`src/rtl/core/assert_macros.svh`:
```
// Assertion helpers for the RTL.
`ifndef ASSERT_MACROS_SVH
`define ASSERT_MACROS_SVH

// Clocked check, disabled while reset is asserted (active low).
`define ASSERT_CLK(lbl, clk, rstn, prop, msg) \
    lbl: assert property (@(posedge clk) disable iff (!rstn) (prop)) else $error(msg);

// Implication shorthand on the same clocking.
`define ASSERT_IMPL(lbl, clk, rstn, ante, cons, msg) \
    `ASSERT_CLK(lbl, clk, rstn, (ante) |-> (cons), msg)

`endif

```
`src/rtl/core/cbts_pkg.sv`:
```
package cbts_pkg;

    localparam int MAX_ELEMENTS_DEF = 4096;
    localparam int MAX_GROUPS_DEF   = 8;
    localparam int MAX_SELECT_DEF   = 64;

    localparam int VALUE_W    = 32;
    localparam int LABEL_W    = 4;
    localparam int WEIGHT_W   = 17;
    localparam int INDEX_W    = 12;
    localparam int TOTAL_W    = 13;
    localparam int SLOT_W     = 3;
    localparam int COUNT_W    = 7;
    localparam int GROUP_W    = 3;
    localparam int SPARSITY_W = 7;
    localparam int GCOUNT_W   = 4;
    localparam int PADDR_W    = 4;
    localparam int PDATA_W    = 32;

    localparam int REM_W  = 10;
    localparam int BUD_W  = 14;
    localparam int PROD_W = WEIGHT_W + 1 + REM_W;
    localparam int K_W    = 8;
    localparam int Q_SHIFT = 16;

    localparam logic [SPARSITY_W-1:0] SPARSITY_RST = 7'd10;
    localparam logic [GCOUNT_W-1:0]   GCOUNT_RST   = 4'd1;
    localparam logic [WEIGHT_W-1:0]   THRESH_RST   = 17'd6554;

    typedef enum logic [1:0] {
        OP_LOAD_ELEM   = 2'd0,
        OP_LOAD_WEIGHT = 2'd1,
        OP_RUN         = 2'd2,
        OP_NONE        = 2'd3
    } op_t;

    typedef enum logic [1:0] {
        REG_SPARSITY = 2'd0,
        REG_GCOUNT   = 2'd1,
        REG_THRESH   = 2'd2,
        REG_DOUBLE   = 2'd3
    } reg_idx_t;

    typedef enum logic [3:0] {
        ST_IDLE,
        ST_COUNT,
        ST_REM,
        ST_GROUP,
        ST_BMUL,
        ST_BSET,
        ST_PICK,
        ST_SCAN,
        ST_DECIDE,
        ST_FLUSH
    } state_t;

    typedef struct packed {
        logic start_run;
        logic count_step;
        logic rem_calc;
        logic bud_mul;
        logic bud_set;
        logic scan_start;
        logic scan_step;
        logic commit;
        logic next_group;
        logic flush;
    } cmd_t;

    typedef struct packed {
        logic count_end;
        logic group_end;
        logic pick_more;
        logic scan_done;
        logic pick_ok;
        logic commit_free;
        logic out_free;
    } status_t;

endpackage

```
`src/rtl/core/cbts_ctrl.sv`:
```
module cbts_ctrl (
    input  logic                aclk,
    input  logic                aresetn,
    input  logic                s_valid,
    input  logic [1:0]          s_operation,
    output logic                s_ready,
    input  cbts_pkg::status_t   sts,
    output cbts_pkg::cmd_t      cmd
);

    cbts_pkg::state_t state_reg, state_next;

    always_ff @(posedge aclk) begin
        if (!aresetn) begin
            state_reg <= cbts_pkg::ST_IDLE;
        end else begin
            state_reg <= state_next;
        end
    end

    always_comb begin
        state_next = state_reg;
        cmd        = '0;
        s_ready    = 1'b0;
        case (state_reg)
            cbts_pkg::ST_IDLE: begin
                s_ready = 1'b1;
                if (s_valid && s_operation == cbts_pkg::OP_RUN) begin
                    cmd.start_run = 1'b1;
                    state_next    = cbts_pkg::ST_COUNT;
                end
            end
            cbts_pkg::ST_COUNT: begin
                if (sts.count_end) begin
                    state_next = cbts_pkg::ST_REM;
                end else begin
                    cmd.count_step = 1'b1;
                end
            end
            cbts_pkg::ST_REM: begin
                cmd.rem_calc = 1'b1;
                state_next   = cbts_pkg::ST_GROUP;
            end
            cbts_pkg::ST_GROUP: begin
                if (sts.group_end) begin
                    state_next = cbts_pkg::ST_FLUSH;
                end else begin
                    state_next = cbts_pkg::ST_BMUL;
                end
            end
            cbts_pkg::ST_BMUL: begin
                cmd.bud_mul = 1'b1;
                state_next  = cbts_pkg::ST_BSET;
            end
            cbts_pkg::ST_BSET: begin
                cmd.bud_set = 1'b1;
                state_next  = cbts_pkg::ST_PICK;
            end
            cbts_pkg::ST_PICK: begin
                if (sts.pick_more) begin
                    cmd.scan_start = 1'b1;
                    state_next     = cbts_pkg::ST_SCAN;
                end else begin
                    cmd.next_group = 1'b1;
                    state_next     = cbts_pkg::ST_GROUP;
                end
            end
            cbts_pkg::ST_SCAN: begin
                cmd.scan_step = 1'b1;
                if (sts.scan_done) begin
                    state_next = cbts_pkg::ST_DECIDE;
                end
            end
            cbts_pkg::ST_DECIDE: begin
                if (!sts.pick_ok) begin
                    cmd.next_group = 1'b1;
                    state_next     = cbts_pkg::ST_GROUP;
                end else if (sts.commit_free) begin
                    cmd.commit = 1'b1;
                    state_next = cbts_pkg::ST_PICK;
                end
            end
            cbts_pkg::ST_FLUSH: begin
                if (sts.out_free) begin
                    cmd.flush  = 1'b1;
                    state_next = cbts_pkg::ST_IDLE;
                end
            end
            default: begin
                state_next = cbts_pkg::ST_IDLE;
            end
        endcase
    end

endmodule

```
`config.mk`:
```
export PLATFORM = sky130hd
export DESIGN_NAME = cbts_ctrl
export DESIGN_NICKNAME = d
export VERILOG_FILES = /design/src/rtl/core/assert_macros.svh /design/src/rtl/core/cbts_pkg.sv /design/src/rtl/core/cbts_ctrl.sv
export SDC_FILE = /design/constraint.sdc
export NUM_CORES = 1
export LEC_CHECK = 0
export BUFFER_PORTS_ARGS = -buffer_cell sky130_fd_sc_hd__buf_2
export CAP_MARGIN = 10
export CELL_PAD_IN_SITES_DETAIL_PLACEMENT = 1
export CELL_PAD_IN_SITES_GLOBAL_PLACEMENT = 2
export CORE_MARGIN = 1
export CORE_UTILIZATION = 24
export CTS_BUF_LIST = sky130_fd_sc_hd__clkbuf_8
export CTS_CLUSTER_SIZE = 14
export DETAILED_ROUTE_END_ITERATION = 6
export PLACE_DENSITY = 0.78
export SETUP_SLACK_MARGIN = 0.1
export SYNTH_ARGS = -nofsm -noshare
export SYNTH_HDL_FRONTEND = slang
export SYNTH_SLANG_ARGS = --single-unit
```
`constraint.sdc`:
```
create_clock -name aclk -period 2.1 [get_ports aclk]
set_input_delay 0.21 -clock aclk [delete_from_list [all_inputs] [get_ports aclk]]
set_output_delay 0.21 -clock aclk [all_outputs]
set_load 0.01 [all_outputs]
```
After elaboration in Yosys (flattened, before gate mapping)
Index checks and enable logic that the tools add are counted.
W data, S select, Z words.
{"block": "totals", "reg_bits": 4, "in_bits": 12, "output_inout_bits": 11, "word_cells": 47}
{"block": "op_classes", "n_eq_ne": 15, "n_mux": 28, "reduce_logical": 3}
{"operator": "$pmux W4 S10", "count": 1}
{"operator": "$mux W4", "count": 7}
{"operator": "$mux W1", "count": 18}
{"operator": "$eq A4 B3 Y1 const B", "count": 4}
{"operator": "$eq A4 B2 Y1 const B", "count": 2}
{"operator": "$eq A4 B4 Y1 const B", "count": 2}
{"operator": "$ne A2 B2 Y1 const B", "count": 4}
{"operator": "$reduce_and A5 Y1", "count": 1}
{"operator": "$eq A4 B1 Y1 const B", "count": 1}
{"operator": "$logic_not A4 Y1", "count": 1}
{"operator": "$mux W3", "count": 1}
{"operator": "$ne A3 B3 Y1 const B", "count": 1}
{"operator": "$eq A2 B2 Y1 const B", "count": 1}
{"operator": "$pmux W1 S2", "count": 1}
{"operator": "$logic_and A1 B1 Y1", "count": 1}

Logic depth before layout (Yosys ltp)
Gate-level depths: netlist of the first run.
{"block": "logic_depth", "ltp_word": 4, "mapped_depth": 5, "mapped_depth_nobuf": 4}

Worst setup path before layout of the first run
No wires, ideal clock.
{"block": "synth_path", "path_kind": "reg-to-reg", "start": "register state_reg[0]", "end": "register state_reg[2]", "setup_time_ns": 0.119, "arrival_time_ns": 1.387, "required_time_ns": 1.981, "setup_slack_ns": 0.594, "stages_incl_launch_ff": 5, "n_path_buf": 0, "period_less_slack_ns": 1.506, "cell_sequence": "dfxtp_1 > nor4_2 > a22oi_1 > and3_4 > o221a_1"}
{"block": "synth_between", "elab_chain_cells": 3, "elab_cells_between_ends": 17, "cone_classes": "eq/ne: 14; mux: 1; reduce/logical: 2"}
{"element": "start: declaration", "line_no": "cbts_ctrl.sv:11", "text": "cbts_pkg::state_t state_reg, state_next;"}
{"element": "start signal: assignment", "line_no": "cbts_ctrl.sv:15", "text": "state_reg <= cbts_pkg::ST_IDLE;"}
{"element": "start signal: assignment", "line_no": "cbts_ctrl.sv:17", "text": "state_reg <= state_next;"}
{"element": "$eq A4 B4 Y1 (tied with other cells)", "line_no": "cbts_ctrl.sv:25", "text": "case (state_reg)"}
{"element": "$ne A3 B3 Y1 (no source line) / $ne A2 B2 Y1 (equally long branches)"}
{"element": "$reduce_and A5 Y1 (no source line)"}
Several ways; a longest one is shown, not always the timed one.
A chain may end at the register's enable or synchronous reset.

==> results of run 1 <==
## cell usage in the layout, fill, tap and decap left out, types with 2 or more instances in the layout
cell type	count
nand2_1	5
a32oi_1	2
inv_1	4
nor2_1	7
clkbuf_8	3
buf_4	2
nor4b_1	4
buf_2	22
dfxtp_1	4
nor2b_1	2
a31oi_1	2
## metrics by stage
| step | total power (W) | area, um2 | utilization [%] | std cells | setup slack (ns) |
|---|---|---|---|---|---|
| 2_1_floorplan | 0.000504 | 477 | - | 61 | 0.594 |
| 3_3_place_gp | 0.000610 | 602 | 33.4 | 105 | 0.374 |
| 3_5_place_dp | 0.000614 | 602 | 33.4 | 105 | 0.348 |
| 4_1_cts | 0.000776 | 643 | 35.7 | 108 | 0.234 |
| 5_1_grt | 0.000831 | 643 | 35.7 | 108 | 0.129 |
| 6_report | 0.000764 | 643 | 35.7 | 108 | 0.244 |
## logic make-up (layout without fill, tap and decap cells)
| family | Yosys count | count (layout) | synth area share [%] |
|---|---|---|---|
| compound gates | 15 | 15 | 25.7 |
| buf+inv | 9 | 31 | 9.71 |
| simple gates | 32 | 32 | 45.7 |
| mux | 1 | 1 | 2.10 |
| flops | 4 | 4 | 16.8 |
## final cells by class
class,count,area [um2]
fillers,238,1160
multi-input cells,48,350
repair buffers,24,125
flip-flops and latches,4,80.1
clock buffers,3,41.3
well taps,25,31.3
inverters,4,15.0
## layer usage
| metal | vias to the layer above | wire (um) | GRT usage [%] |
|---|---|---|---|
| li1 | 278 | - | - |
| met1 | 252 | 658 | 17.6 |
| met2 | 14 | 583 | 20.8 |
| met3 | 0 | 53 | 3.53 |
| met4 | 0 | 0 | 1.76 |
| met5 | - | 0 | 0 |
## worst max-delay path by stage
stage	startpoint	end	slack, ns	cells after the start
floorplan	state_reg[0]	state_reg[2]	0.59	4
global placement	state_reg[0]	state_reg[2]	0.37	4
detailed placement	state_reg[0]	state_reg[2]	0.35	4
CTS	state_reg[0]	cmd[8]	0.23	4
global route	state_reg[0]	cmd[8]	0.13	4
finish	state_reg[0]	cmd[8]	0.24	4
## power by group through the flow
stage	clock network, W	registers [W]	logic (W)
global route	0.000169	0.000187	0.000475
CTS	0.000161	0.000178	0.000437
floorplan	0	0.000132	0.000372
detailed placement	0	0.000179	0.000436
global placement	0	0.000180	0.000430
finish	0.000155	0.000179	0.000430
## synth_stat cells, drive strengths merged (2+ instances only)
| cell | instances | area share [%] |
|---|---|---|
| nor2 | 7 | 5.5 |
| buf | 5 | 6.6 |
| nand2 | 5 | 3.9 |
| dfxtp | 4 | 17 |
| inv | 4 | 3.1 |
| nor4b | 4 | 7.3 |
| a31oi | 2 | 2.6 |
| a32oi | 2 | 3.7 |
| and3 | 2 | 3.7 |
| nand2b | 2 | 4.2 |
| nor2b | 2 | 2.6 |
| or4 | 2 | 3.9 |
==> flow_summary.ini, run 1 <==
[outcome]
status = completed

[final_layout]
final_layout_size_suffix_gt1_share_pct = 41.0
layout.nets = 97
largest_reg_flops = 4
area_growth_pct = 34.9
antennaDiodeCount = 0

[critical_path]
timing_worst_setup_path_type = reg2out
critPathMaxStageDelay_ns = 0.66
crit_buf_inv = 2
reg2reg_to = state_reg[2]
ff2ff_setup_slack_ns = 0.35
worstSetupEndpointType = output port
critPathSlowestCell = dfxtp_1
timing.rr.start = state_reg[0]
worst-path-max-fanout = 15
path_delay_family = flip-flops
crit_chain = nand2b_4 > or4_4 > inv_1 > buf_2
crit_required_ns = 1.89
start_kind = register
arrival_ns = 1.65
ff2ff_path_depth = 4

[synth]
ys_seq_elements = 4
async_flop_share_pct = 0
synth_area_per_cell_um2 = 7.81
synth_edf_count = 0
syn_nets = 73
synth-main-ff-cell = dfxtp_1
synth_cells = 61
ys_seq_area_share_pct = 16.8
syn_area_um2 = 477
synth_warnings = 0
synth_cell_types = 36

[global_routing]
antenna_found_initial = 0
grt_usage_pct = 13.0
grt_pass1_vias = 468
gr-total-overflow = 0
grt_max_degree = 17
grt_pass1_wl_um = 2040

[power]
p_leak_nw = 0.297
p_sw_w = 0.000321
clockPowerShare_pct = 20.3
internal_power_w = 0.000444
pwr_density_cell_nw_per_um2 = 1190
p_seq_share_pct = 23.4
sw_frac_of_total_pct = 42.0
p_comb_share_pct = 56.3
max-vdd-ir-drop_uv = 636

[routing]
vias_per_cell = 5.04
ant_nets = 0
drt_iter0_drc = 11
drt_pass1_iterations = 4
routed_wirelength_um = 1300
drcViolationCount = 0
routed-via-count = 544
routedWlPerCell_um = 12.0

[clock_network]
cts-root-buf = clkbuf_8
ctsHoldBuffers = 0
postCtsSetupBuffers = 0
path_clk_slew_ns = 0.03
numClockSinks = 4
cts_tree = done
htreeDepth = 1
cts_resized = 0
cts_buffers = 3
clk_latency_ns = 0.21
cts_buffer_depth = 2

[sta]
worst_pin_slew_ns = 0.551
final.period_utilization_pct = 88.4
hold_viol_final = 0
setup_violations = 0
skew_ns = 0.00101
final_max_slew_viol_count = 0
fin_tns_setup_ns = 0
fin_crit_ns = 1.86
timing.hold.ws_ns = 0.248
max-slew-margin-rel_pct = 63.2
fmax_mhz = 539
rsz0062_at_grt = no

[floorplan]
chipWidth_um = 46.6
core_um2 = 1800
fp.dieH_um = 46.6
boundaryPins = 23
die-area_um2 = 2170
initial_core_util_pct = 26.5
rows = 15

[placement]
io_buffers = 22
place.gp.congestion = 0.783
dp.final_hpwl_um = 1040

[min_path]
hold_depth = 2
hold_path.class = in2reg
hold_end = state_reg[0]
min_from = aresetn

[run]
maxCapViolCount = 0
(Power assumes the default switching activity.)
==> run 2, diff against run 1 <==
- CORE_ASPECT_RATIO: default -> 1.5
==> flow_summary.ini, run 2 (synthesis gave the netlist of run 1 again) <==
[floorplan]
core_um2 = 1850
die-area_um2 = 2170
chipWidth_um = 38.4
boundaryPins = 23
fp.dieH_um = 56.6
initial_core_util_pct = 25.7
rows = 19

[global_routing]
gr-total-overflow = 0
grt_max_degree = 17
grt_pass1_vias = 507
grt_pass1_wl_um = 2230
grt_usage_pct = 14.2
antenna_found_initial = 0

[clock_network]
cts_resized = 0
cts_tree = done
cts_buffer_depth = 2
postCtsSetupBuffers = 0
htreeDepth = 1
cts_buffers = 3
clk_latency_ns = 0.21
ctsHoldBuffers = 0
cts-root-buf = clkbuf_8
numClockSinks = 4
path_clk_slew_ns = 0.03

[sta]
final_max_slew_viol_count = 0
rsz0062_at_grt = no
fin_tns_setup_ns = 0
fmax_mhz = 570
worst_pin_slew_ns = 0.491
setup_violations = 0
final.period_utilization_pct = 83.5
fin_crit_ns = 1.75
hold_viol_final = 0
setup_ws_ns = 0.347
skew_ns = 0.000559
max-slew-margin-rel_pct = 67.2

[placement]
dp_cells = 101
dp.final_hpwl_um = 1080
place.gp.congestion = 0.722
io_buffers = 22
dp_slack_ns = 0.398

[routing]
vias_per_cell = 5.25
routed_wirelength_um = 1370
drt_iter0_drc = 6
ant_nets = 0
drcViolationCount = 0
routed-via-count = 546
drt_pass1_iterations = 2
routedWlPerCell_um = 13.2

[final_layout]
mostFrequentLayoutCells = 22 x buf_2, 7 x nor2_1, 5 x nand2_1
largest_reg_flops = 4
final_common_cell = buf_2
area_growth_pct = 33.9
antennaDiodeCount = 0
fin_cells = 104
layout.nets = 97
final_layout_size_suffix_gt1_share_pct = 41.0

[min_path]
hold_path.class = in2reg

[critical_path]
worstSetupEndpointType = output port
arrival_ns = 1.54
worst-path-max-fanout = 15
start_kind = register
timing_worst_setup_path_type = reg2out
crit_required_ns = 1.89

[power]
max-vdd-ir-drop_uv = 745
pwr_density_cell_nw_per_um2 = 1210
p_total_w = 0.000772
p_leak_nw = 0.297

[outcome]
status = completed

[run]
maxCapViolCount = 0
## run 2: cell counts in the layout (fill, tap and decap cells not counted)
Identical to the previous run, type by type.
## run 2: path summary, 6_finish.rpt
check / startpoint / endpoint / slack [ns] / cells past startpoint
setup / recovery: state_reg[1] / cmd[8] / 0.35 / 4
hold / removal: aresetn / state_reg[0] / 0.25 / 2
setup reg to reg: state_reg[1] / state_reg[2] / 0.42 / 4
hold reg to reg: state_reg[3] / state_reg[3] / 0.66 / 2
## run 2: final cells by class
| class | instances | area [um2] |
|---|---|---|
| inverter | 4 | 15.0 |
| sequential | 4 | 80.1 |
| multi-input combinational | 48 | 350 |
| clock buffer | 3 | 41.3 |
| tap | 21 | 26.3 |
| timing repair buffer | 24 | 125 |
| fill | 237 | 1220 |
## run 2: power breakdown
| group | switching [W] | internal, W | total [W] |
|---|---|---|---|
| sequential | 0.0000785 | 0.000102 | 0.000181 |
| combinational | 0.000210 | 0.000223 | 0.000434 |
| clock | 0.0000353 | 0.000122 | 0.000157 |
| total | 0.000324 | 0.000447 | 0.000772 |
## run 2: stage by stage
stage	hold WS (ns)	area (um2)	util (%)
floorplan	0.328	477	-
global placement	0.464	597	32.2
detailed placement	0.472	597	32.2
CTS	0.249	638	34.4
global route	0.264	638	34.4
finish	0.247	638	34.4
## run 2: worst max-delay path, stage by stage, from the launching register on
cell      delay, ns
dfxtp_1        0.45
nand2b_4       0.23
or4_4          0.45
inv_1          0.09
buf_2          0.12
## run 2: per-layer routing
metal	global-route usage [%]	share of wire [%]
met5	0	0
met4	7.39	0.88
met3	1.58	4.5
met2	23.7	52
met1	16.8	43
